[config.mk]
export PLATFORM = sky130hd
export DESIGN_NAME = sorted_set_table
export DESIGN_NICKNAME = d
export VERILOG_FILES = /design/src/sv/sst_pkg.sv /design/src/sv/sst_ram.sv /design/src/sv/sorted_set_table.sv
export SDC_FILE = /design/constraint.sdc
export NUM_CORES = 2
export LEC_CHECK = 0
export BUFFER_PORTS_ARGS = -buffer_cell sky130_fd_sc_hd__buf_2
export CAP_MARGIN = 20
export CORE_MARGIN = 2
export CORE_UTILIZATION = 40
export CTS_BUF_LIST = sky130_fd_sc_hd__clkbuf_4 sky130_fd_sc_hd__clkbuf_8
export CTS_CLUSTER_SIZE = 10
export DETAILED_ROUTE_END_ITERATION = 7
export SLEW_MARGIN = 20
export SYNTH_ARGS = -nofsm -noshare
export SYNTH_HDL_FRONTEND = slang
export SYNTH_SLANG_ARGS = --single-unit
[constraint.sdc]
create_clock -name clk -period 10.5 [get_ports clk]
set_clock_uncertainty 0.15 [all_clocks]
set_input_delay 0.525 -clock clk [delete_from_list [all_inputs] [get_ports clk]]
set_output_delay 0.525 -clock clk [all_outputs]
set_load 0.01 [all_outputs]
[src/sv/sst_pkg.sv]
// shared types and constants for the sorted set table
package sst_pkg;

  // default sizing
  localparam int CAPACITY_DEF      = 64;
  localparam int ELEMENT_WIDTH_DEF = 32;

  // fixed field widths
  localparam int OP_W        = 2;
  localparam int STATUS_W    = 2;
  localparam int COUNT_OUT_W = 7;

  // operation codes
  localparam logic [OP_W-1:0] OP_ADD    = 2'd0;
  localparam logic [OP_W-1:0] OP_REMOVE = 2'd1;
  localparam logic [OP_W-1:0] OP_SEARCH = 2'd2;

  // status codes
  localparam logic [STATUS_W-1:0] STATUS_OK   = 2'd0;
  localparam logic [STATUS_W-1:0] STATUS_MISS = 2'd1;
  localparam logic [STATUS_W-1:0] STATUS_FULL = 2'd2;

  // sequencer states
  typedef enum logic [2:0] {
    ST_IDLE,
    ST_SCAN,
    ST_DECIDE,
    ST_SHIFT_RD,
    ST_SHIFT_WR,
    ST_COMMIT,
    ST_DONE
  } state_t;

endpackage

[src/sv/sst_ram.sv]
// element store: one write port, one registered read port
module sst_ram #(
  parameter int DEPTH = 64,
  parameter int WIDTH = 32
) (
  input  logic                     clk,
  input  logic                     we,
  input  logic [$clog2(DEPTH)-1:0] waddr,
  input  logic [WIDTH-1:0]         wdata,
  input  logic [$clog2(DEPTH)-1:0] raddr,
  output logic [WIDTH-1:0]         rdata
);

  logic [WIDTH-1:0] mem [DEPTH];
  logic [WIDTH-1:0] rdata_r;

  // write port
  always_ff @(posedge clk) begin
    if (we) begin
      mem[waddr] <= wdata;
    end
  end

  // registered read port
  always_ff @(posedge clk) begin
    rdata_r <= mem[raddr];
  end

  assign rdata = rdata_r;

endmodule

[src/sv/sorted_set_table.sv]
// sorted set table: keeps distinct signed elements in order, add/remove/search
//
// Usage: an item on the in_ channel (in_operation, in_element) is taken when
// in_valid and in_ready are both high. in_ready is high only while the
// sequencer is idle; one item is worked at a time. Each item gives exactly one
// result on the out_ channel (out_status, out_element_count, out_is_empty),
// taken when out_valid and out_ready are both high.
// Operation: the sequencer scans every held entry through the single read
// port of the element store, one entry per cycle, then moves entries one at a
// time (read, then write) to open or close a gap, then commits and presents
// the result. in_ready returns with the result, so no new item is taken
// until the sequencer is through with the last one.
// The result register lets the next item be taken while a result waits; if
// the receiver stalls, a second finished result holds in the sequencer until
// the output register frees up, and no further item is taken meanwhile.
// Reset (rst_n low, synchronous) empties the set and selects ascending order.
// cfg_we/cfg_wdata set the order; write it only while the block is idle.
module sorted_set_table
  import sst_pkg::*;
#(
  parameter int CAPACITY      = CAPACITY_DEF,
  parameter int ELEMENT_WIDTH = ELEMENT_WIDTH_DEF
) (
  input  logic                            clk,
  input  logic                            rst_n,
  // configuration
  input  logic                            cfg_we,
  input  logic                            cfg_wdata,
  // request channel
  input  logic                            in_valid,
  output logic                            in_ready,
  input  logic [OP_W-1:0]                 in_operation,
  input  logic signed [ELEMENT_WIDTH-1:0] in_element,
  // result channel
  output logic                            out_valid,
  input  logic                            out_ready,
  output logic [STATUS_W-1:0]             out_status,
  output logic [COUNT_OUT_W-1:0]          out_element_count,
  output logic                            out_is_empty
);

  localparam int IDX_W = $clog2(CAPACITY);
  localparam int CNT_W = $clog2(CAPACITY + 1);
  localparam logic [CNT_W-1:0] CAP_CNT = CNT_W'(CAPACITY);
  localparam logic [CNT_W-1:0] ONE_CNT = CNT_W'(1);

  state_t state_r, state_nxt;

  logic                     order_desc_r;
  logic [CNT_W-1:0]         count_r, count_nxt;
  logic [OP_W-1:0]          op_r, op_nxt;
  logic [ELEMENT_WIDTH-1:0] key_r, key_nxt;
  logic [CNT_W-1:0]         scan_idx_r, scan_idx_nxt;
  logic                     pend_r, pend_nxt;
  logic [CNT_W-1:0]         pend_idx_r, pend_idx_nxt;
  logic                     hit_found_r, hit_found_nxt;
  logic [CNT_W-1:0]         hit_idx_r, hit_idx_nxt;
  logic                     pos_found_r, pos_found_nxt;
  logic [CNT_W-1:0]         pos_idx_r, pos_idx_nxt;
  logic                     up_r, up_nxt;
  logic [CNT_W-1:0]         sh_r, sh_nxt;
  logic [STATUS_W-1:0]      status_r, status_nxt;

  logic                     out_valid_r, out_valid_nxt;
  logic [STATUS_W-1:0]      out_status_r, out_status_nxt;
  logic [COUNT_OUT_W-1:0]   out_count_r, out_count_nxt;
  logic                     out_empty_r, out_empty_nxt;

  // store port signals
  logic                     ram_we;
  logic [IDX_W-1:0]         ram_waddr;
  logic [ELEMENT_WIDTH-1:0] ram_wdata;
  logic [IDX_W-1:0]         ram_raddr;
  logic [ELEMENT_WIDTH-1:0] rd_data;

  // shared compare unit and loop conditions
  logic             scan_issue;
  logic             key_eq;
  logic             key_prec;
  logic             shift_more;
  logic             out_free;
  logic [CNT_W-1:0] sh_dn;
  logic [CNT_W-1:0] sh_up;

  assign scan_issue = (scan_idx_r < count_r);
  assign key_eq     = (key_r == rd_data);
  assign key_prec   = order_desc_r ? (key_r > rd_data) : (key_r < rd_data);
  assign sh_dn      = sh_r - ONE_CNT;
  assign sh_up      = sh_r + ONE_CNT;
  assign shift_more = up_r ? (sh_r > pos_idx_r) : (sh_up < count_r);
  assign out_free   = !out_valid_r || out_ready;

  sst_ram #(
    .DEPTH (CAPACITY),
    .WIDTH (ELEMENT_WIDTH)
  ) u_ram (
    .clk   (clk),
    .we    (ram_we),
    .waddr (ram_waddr),
    .wdata (ram_wdata),
    .raddr (ram_raddr),
    .rdata (rd_data)
  );

  // next state
  always_comb begin
    state_nxt = state_r;
    case (state_r)
      ST_IDLE: begin
        if (in_valid) state_nxt = ST_SCAN;
      end
      ST_SCAN: begin
        if (!scan_issue && !pend_r) state_nxt = ST_DECIDE;
      end
      ST_DECIDE: begin
        case (op_r)
          OP_ADD: begin
            if (hit_found_r || count_r >= CAP_CNT) state_nxt = ST_DONE;
            else state_nxt = ST_SHIFT_RD;
          end
          OP_REMOVE: begin
            state_nxt = hit_found_r ? ST_SHIFT_RD : ST_DONE;
          end
          default: state_nxt = ST_DONE;
        endcase
      end
      ST_SHIFT_RD: begin
        state_nxt = shift_more ? ST_SHIFT_WR : ST_COMMIT;
      end
      ST_SHIFT_WR: state_nxt = ST_SHIFT_RD;
      ST_COMMIT:   state_nxt = ST_DONE;
      ST_DONE: begin
        if (out_free) state_nxt = ST_IDLE;
      end
      default: state_nxt = ST_IDLE;
    endcase
  end

  // datapath and store control
  always_comb begin
    op_nxt         = op_r;
    key_nxt        = key_r;
    count_nxt      = count_r;
    scan_idx_nxt   = scan_idx_r;
    pend_nxt       = 1'b0;
    pend_idx_nxt   = pend_idx_r;
    hit_found_nxt  = hit_found_r;
    hit_idx_nxt    = hit_idx_r;
    pos_found_nxt  = pos_found_r;
    pos_idx_nxt    = pos_idx_r;
    up_nxt         = up_r;
    sh_nxt         = sh_r;
    status_nxt     = status_r;
    out_valid_nxt  = out_valid_r && !out_ready;
    out_status_nxt = out_status_r;
    out_count_nxt  = out_count_r;
    out_empty_nxt  = out_empty_r;
    ram_we         = 1'b0;
    ram_waddr      = sh_r[IDX_W-1:0];
    ram_wdata      = rd_data;
    ram_raddr      = scan_idx_r[IDX_W-1:0];

    case (state_r)
      // latch the item, keyed so unsigned compare gives signed order
      ST_IDLE: begin
        if (in_valid) begin
          op_nxt        = in_operation;
          key_nxt       = {~in_element[ELEMENT_WIDTH-1], in_element[ELEMENT_WIDTH-2:0]};
          scan_idx_nxt  = '0;
          hit_found_nxt = 1'b0;
          pos_found_nxt = 1'b0;
        end
      end
      // one read per cycle, compare the entry read the cycle before
      ST_SCAN: begin
        pend_nxt     = scan_issue;
        pend_idx_nxt = scan_idx_r;
        if (scan_issue) scan_idx_nxt = scan_idx_r + ONE_CNT;
        if (pend_r) begin
          if (key_eq && !hit_found_r) begin
            hit_found_nxt = 1'b1;
            hit_idx_nxt   = pend_idx_r;
          end
          if (key_prec && !pos_found_r) begin
            pos_found_nxt = 1'b1;
            pos_idx_nxt   = pend_idx_r;
          end
        end
      end
      // pick status or set up the shift
      ST_DECIDE: begin
        status_nxt = STATUS_OK;
        case (op_r)
          OP_ADD: begin
            if (hit_found_r) begin
              status_nxt = STATUS_MISS;
            end else if (count_r >= CAP_CNT) begin
              status_nxt = STATUS_FULL;
            end else begin
              up_nxt = 1'b1;
              sh_nxt = count_r;
              if (!pos_found_r) pos_idx_nxt = count_r;
            end
          end
          OP_REMOVE: begin
            if (hit_found_r) begin
              up_nxt = 1'b0;
              sh_nxt = hit_idx_r;
            end else begin
              status_nxt = STATUS_MISS;
            end
          end
          default: status_nxt = hit_found_r ? STATUS_OK : STATUS_MISS;
        endcase
      end
      // read the neighbor that moves into slot sh
      ST_SHIFT_RD: begin
        ram_raddr = up_r ? sh_dn[IDX_W-1:0] : sh_up[IDX_W-1:0];
      end
      ST_SHIFT_WR: begin
        ram_we    = 1'b1;
        ram_waddr = sh_r[IDX_W-1:0];
        ram_wdata = rd_data;
        sh_nxt    = up_r ? sh_dn : sh_up;
      end
      // place the new key or drop the last slot
      ST_COMMIT: begin
        if (up_r) begin
          ram_we    = 1'b1;
          ram_waddr = pos_idx_r[IDX_W-1:0];
          ram_wdata = key_r;
          count_nxt = count_r + ONE_CNT;
        end else begin
          count_nxt = count_r - ONE_CNT;
        end
      end
      // hand the result to the output register
      ST_DONE: begin
        if (out_free) begin
          out_valid_nxt  = 1'b1;
          out_status_nxt = status_r;
          out_count_nxt  = COUNT_OUT_W'(count_r);
          out_empty_nxt  = (count_r == '0);
        end
      end
      default: begin
      end
    endcase
  end

  // control registers
  always_ff @(posedge clk) begin
    if (!rst_n) begin
      state_r      <= ST_IDLE;
      count_r      <= '0;
      order_desc_r <= 1'b0;
      out_valid_r  <= 1'b0;
      pend_r       <= 1'b0;
    end else begin
      state_r     <= state_nxt;
      count_r     <= count_nxt;
      out_valid_r <= out_valid_nxt;
      pend_r      <= pend_nxt;
      if (cfg_we) order_desc_r <= cfg_wdata;
    end
  end

  // payload registers
  always_ff @(posedge clk) begin
    op_r         <= op_nxt;
    key_r        <= key_nxt;
    scan_idx_r   <= scan_idx_nxt;
    pend_idx_r   <= pend_idx_nxt;
    hit_found_r  <= hit_found_nxt;
    hit_idx_r    <= hit_idx_nxt;
    pos_found_r  <= pos_found_nxt;
    pos_idx_r    <= pos_idx_nxt;
    up_r         <= up_nxt;
    sh_r         <= sh_nxt;
    status_r     <= status_nxt;
    out_status_r <= out_status_nxt;
    out_count_r  <= out_count_nxt;
    out_empty_r  <= out_empty_nxt;
  end

  assign in_ready          = (state_r == ST_IDLE);
  assign out_valid         = out_valid_r;
  assign out_status        = out_status_r;
  assign out_element_count = out_count_r;
  assign out_is_empty      = out_empty_r;

endmodule

[Word-level counts from Yosys, hierarchy flattened]
Memories as Yosys holds them, arrays and structs flattened. A register that Yosys moved wholly into a read port is not among the register bits.
Cells that the tools add are included.
Cells by class
  add/sub/neg operators: 5
  order comparisons: 6
  equality and inequality tests: 26
  muxes and demuxes: 54
  bitwise gates (word level): 1
  reductions and logical operators: 30
Operators by type and width (count)
  2-to-1 mux 7 bit: 13
  2-to-1 mux 32 bit: 2
  case mux 7 bit (2 select lines): 4
  equality test 32 bit: 1
  > comparator 32 bit: 1
  < comparator 32 bit: 1
  != test 2 bit (second input constant): 13
  2-to-1 mux 6 bit: 4
  adder 7 x 1 -> 7 bit (second input constant): 3
  case mux 3 bit (7 select lines): 1
  2-to-1 mux 1 bit: 17
  2-to-1 mux 3 bit: 5
  < comparator 7 bit: 2
  subtractor 7 x 1 -> 7 bit (second input constant): 2
  AND reduction 5 bit: 2
  equality test 3 bit (second input constant): 3
  != test 3 bit (second input constant): 3
  AND reduction 3 bit: 3
  case mux 1 bit (2 select lines): 4
  AND reduction 4 bit: 2
  nonzero test 2 bit: 4
  greater-or-equal comparator 7 bit (second input constant): 1
  > comparator 7 bit: 1
  zero test 7 bit: 1
  other kinds (15): 29
Word-level totals
  register bits: 97
  RAM bits: 2048
  input bits: 40
  output and inout port bits: 12
  logic and storage cells: 142
  memories: 1
Memories
  u_ram.mem: depth 64, bits a word 32, read ports 1, clocked after Yosys merged registers in 1, wr ports 1, line sst_ram.sv:14  | logic [WIDTH-1:0] mem [DEPTH];

[Logic depth before layout (Yosys ltp)]
  word-level depth: 6
  gate-level depth with buffers: 14
  gate-level depth less buffers: 11

[Modules after synthesis]
A second synthesis with hierarchy kept.
Unflattened totals
  cells, all modules: 3866
  area, all modules: 84300.9 um^2
Modules (own cells, without submodules)
  sst_ram: times used 1, cells each 3324, area each 78512.8 um^2, seq. area each 62139.6 um^2
  sorted_set_table: times used 1, cells each 542, area each 5788.1 um^2, seq. area each 2782.7 um^2

[Worst setup path before layout]
OpenSTA, ideal clock, no wires.
  path kind: reg-to-reg
  start: register up_r
  end: memory u_ram.mem[0][0] (data pin)
  library setup time: 0.702 ns
  data arrival time: 3.815 ns
  data required time: 9.648 ns
  setup slack: 5.833 ns
  cell stages (with the launch flop): 6
  buffers on the path: 3
  period minus slack after synthesis: 4.667 ns
  path through: edfxtp_1 buf_2 buf_1 nand3_1 clkbuf_1 o21ai_0
On the way
  cells in the longest elaborated chain, start to end: 2
Ends and longest elaborated chain
  from (decl): line sorted_set_table.sv:60  | logic up_r, up_nxt;
  from (signal assigned): line sorted_set_table.sv:278  | up_r <= up_nxt;
  2-to-1 mux 32 bit: line sorted_set_table.sv:228  | if (up_r) begin
  2-to-1 mux 32 bit: line sorted_set_table.sv:163  | case (state_r)
  net ram_wdata[0]: line sorted_set_table.sv:72  | logic [ELEMENT_WIDTH-1:0] ram_wdata;
  to (decl): line sst_ram.sv:14
The timed path passes the listed nets, and every way through them passes these cells.

[Final worst setup path]
  start: register state_r[0]
  end: register u_ram.rdata_r[9], in the netlist u_ram.rdata[9], read port of u_ram.mem
On the way
  cells in the longest elaborated chain, start to end: 2
Ends and longest elaborated chain
  from (decl): line sorted_set_table.sv:47  | state_t state_r, state_nxt;
  from (signal assigned): line sorted_set_table.sv:260  | state_r <= state_nxt;
  equality test 3 x 2 -> 1 bit: line sorted_set_table.sv:163
  2-to-1 mux 6 bit: line sorted_set_table.sv:163
  to (decl): line sst_ram.sv:15  | logic [WIDTH-1:0] rdata_r;
No other way between the ends.
A chain may end at the register's enable or synchronous reset.

==> metrics <==
IO Port Bufs 51; DR DRC count 0; Worst Path Max Fanout 83; overall power roughly 27 mW; Setup crit end kind flop; Critical Path RT 11270 ps; gate count of the mapped netlist 4839; vias in the first global route 46400; fraction of layout cells with a size suffix above 1 0.232; crit path launch type flop; CTS tree done; most used cell, CP buf_4; commonest non-fill, non-tap cells in the layout edfxtp_1, nand2_1, clkbuf_8, mux4_2, nand3_1; Max stage delay on crit path 820 ps; YS warnings 0; Crit path arrival time 6290 ps; Int Pwr 17.8 mW; Detail Route Antenna Nets 0; PwrDens 279 mW/mm^2; sequential group share of total power 0.416; Total Wirelength 236000 um; Hold WC Path Type in -> reg; Worst VDD drop 0.222 mV; Clk Latency, worst-skew pair 1070 ps; GRT Resource Usage Total 0.215; Vias/cell 5.70; Site Rows 169; Clock Power Share 0.269; fraction of the cycle the final worst path needs 0.526; nets@finish 5295; critical path class reg -> reg; chip height ~470 um; CP max stage cell buf_4; Max clock buf depth 4; CTS H-tree depth 5; setup bufs post-CTS 0; number of iterations in the first detailed-routing pass 5; pin count of the biggest net entering global routing 130; core region area 0.212 sq mm; switching power 9.23 mW; number of synthesized flops with an enable pin ~2100; Clock Sinks roughly 2200; Die Area 0.217 sq mm; FILL cells 18000; final hold violations 0; Post-synth ARST share 0; max cap viols 0; CTS Root Cell clkbuf_8; Min Hold Slack 103 ps; Syn Std Cell Area between 0.08 and 0.09 sq mm; initial core utilization 0.402; Routed WL per cell 28.5 um; layout overhead on the synthesized area 13.9%; Placer Congestion between 0.8 and 0.9; Synth Flop Type edfxtp_1; dpl hpwl 123000 um; fin crit period 5520 ps; register area share after synthesis 0.763; Final Core Density 0.458; CP cell instances nand3b_4, a21oi_4, buf_4, buf_12, buf_4, mux4_2, o22ai_1, nor2_1, and3_1; Setup Viol. Count Final 0; setup_tns 0 ps; worst slew pin tran between 1000 and 1500 ps; io pins 52; first-pass GRT wire length 336000 um; Synth cell types 66; initial antenna violation count 3; Die W approximately 470 um; mean area per synthesized cell 17.6 sq um; Rel. slew slack 0.169; total congestion overflow 0; Sw Share 0.342; leakage around 31 nW; Num CTS Buffers roughly 360; combinational power share 0.315; status finished, final reports clean; Synth Register Bits 2177; initial drt markers 5767; Via Count 47100; clock-pin slew on the worst setup and hold paths 60 ps; RSZ-0062 raised after global routing false; syn nets between 4000 and 5000; Slew Limit Fails 0; Achievable Freq 181 MHz; commonest non-fill, non-tap cell in the layout edfxtp_1
flip-flops by register name, indices dropped and copies added, names as in the netlist, 3 cells and up:
name,count
u_ram.mem,2048
key_r,32
u_ram.rdata,32
count_r,7
hit_idx_r,7
out_element_count,7
pend_idx_r,7
pos_idx_r,7
scan_idx_r,7
sh_r,7
state_r,3
timing repair:
item,CTS,global route
hold buffers,73,0
gates resized for setup,0,0
hold endpoints to repair,64,0
power groups by stage:
stage / combinational [mW] / clock [mW] / sequential (mW)
floorplan: 5.51 / 0 / 11.3
global placement: 8.39 / 0 / 11.4
detailed placement: 8.49 / 0 / 11.4
CTS: 8.53 / 7.39 / 11.3
global route: 9.06 / 7.77 / 11.3
finish: 8.51 / 7.28 / 11.3
synthesized netlist by cell type (all sizes together) (9+ instances only):
master      n  share of area
nor3       72         0.0042
a2111oi    31         0.0054
mux2       32         0.0042
a21o       16         0.0014
a311oi     32         0.0033
clkbuf    121         0.0053
nand3     348          0.021
ha         60         0.0088
nand4      13        0.00096
and3       68         0.0050
o22ai     124         0.0091
buf       154          0.011
nor2      199         0.0088
inv        58         0.0026
nand2     707          0.031
a21oi      72         0.0043
mux2i      11         0.0013
dfxtp      45          0.011
o21ai      32         0.0019
a311o      31         0.0036
a31oi      35         0.0026
edfxtp   2132           0.75
mux4      349          0.092
xnor2       9        0.00093
xor2       13         0.0014
through the flow:
step,area (sq um),worst slack [ps],cells
global placement,89300,4970,7582
detailed placement,89300,4980,7582
floorplan,85100,5830,4839
global route,96900,4600,8272
CTS,96900,4900,8271
finish,96900,4980,8274
layout make-up:
type                    instances  area [sq um]  area share
diodes                          3          7.51   0.0000774
clock buffers                 529          6370      0.0657
clock inverters                87           559     0.00577
inverters                      58           218     0.00225
multi-input cells            2329         19200       0.198
flip-flops and latches       2177         64900       0.670
well taps                    2821          3530      0.0364
repair buffers                270          2160      0.0222
routing by layer:
metal	GRT usage	share of wire
met1	0.298	0.41
met2	0.343	0.48
met3	0.0388	0.084
met4	0.0776	0.034
met5	0	0
cells by family after synthesis:
group,after synthesis,synth area share
flip-flops,2177,0.763
XOR/XNOR,22,0.00235
AND/OR/NAND/NOR,1444,0.0739
AO/OA/AOI/OAI,410,0.0353
adder cells (fa/ha/maj),61,0.00905
buffers and inverters,333,0.0189
multiplexers,392,0.0979
worst paths after layout:
kind                                startpoint        endpoint  slack, ps  depth (start not counted)
worst max-delay path                state_r[0]  u_ram.rdata[9]       4980                          9
worst min-delay path            in_element[17]       key_r[17]        100                          2
worst max register to register      state_r[0]  u_ram.rdata[9]       4980                          9
worst min register to register     status_r[1]   out_status[1]        280                          0
worst max-delay path, delay by kind of cell, from the launching register on:
family / cells / cell delay (ps)
DFF: 1 / 790
muxes: 1 / 610
AOI/OAI and AO/OA: 2 / 1300
buffers and inverters: 3 / 1870
and+or+nand+nor: 3 / 520
Power figures use the tool's default switching activity.
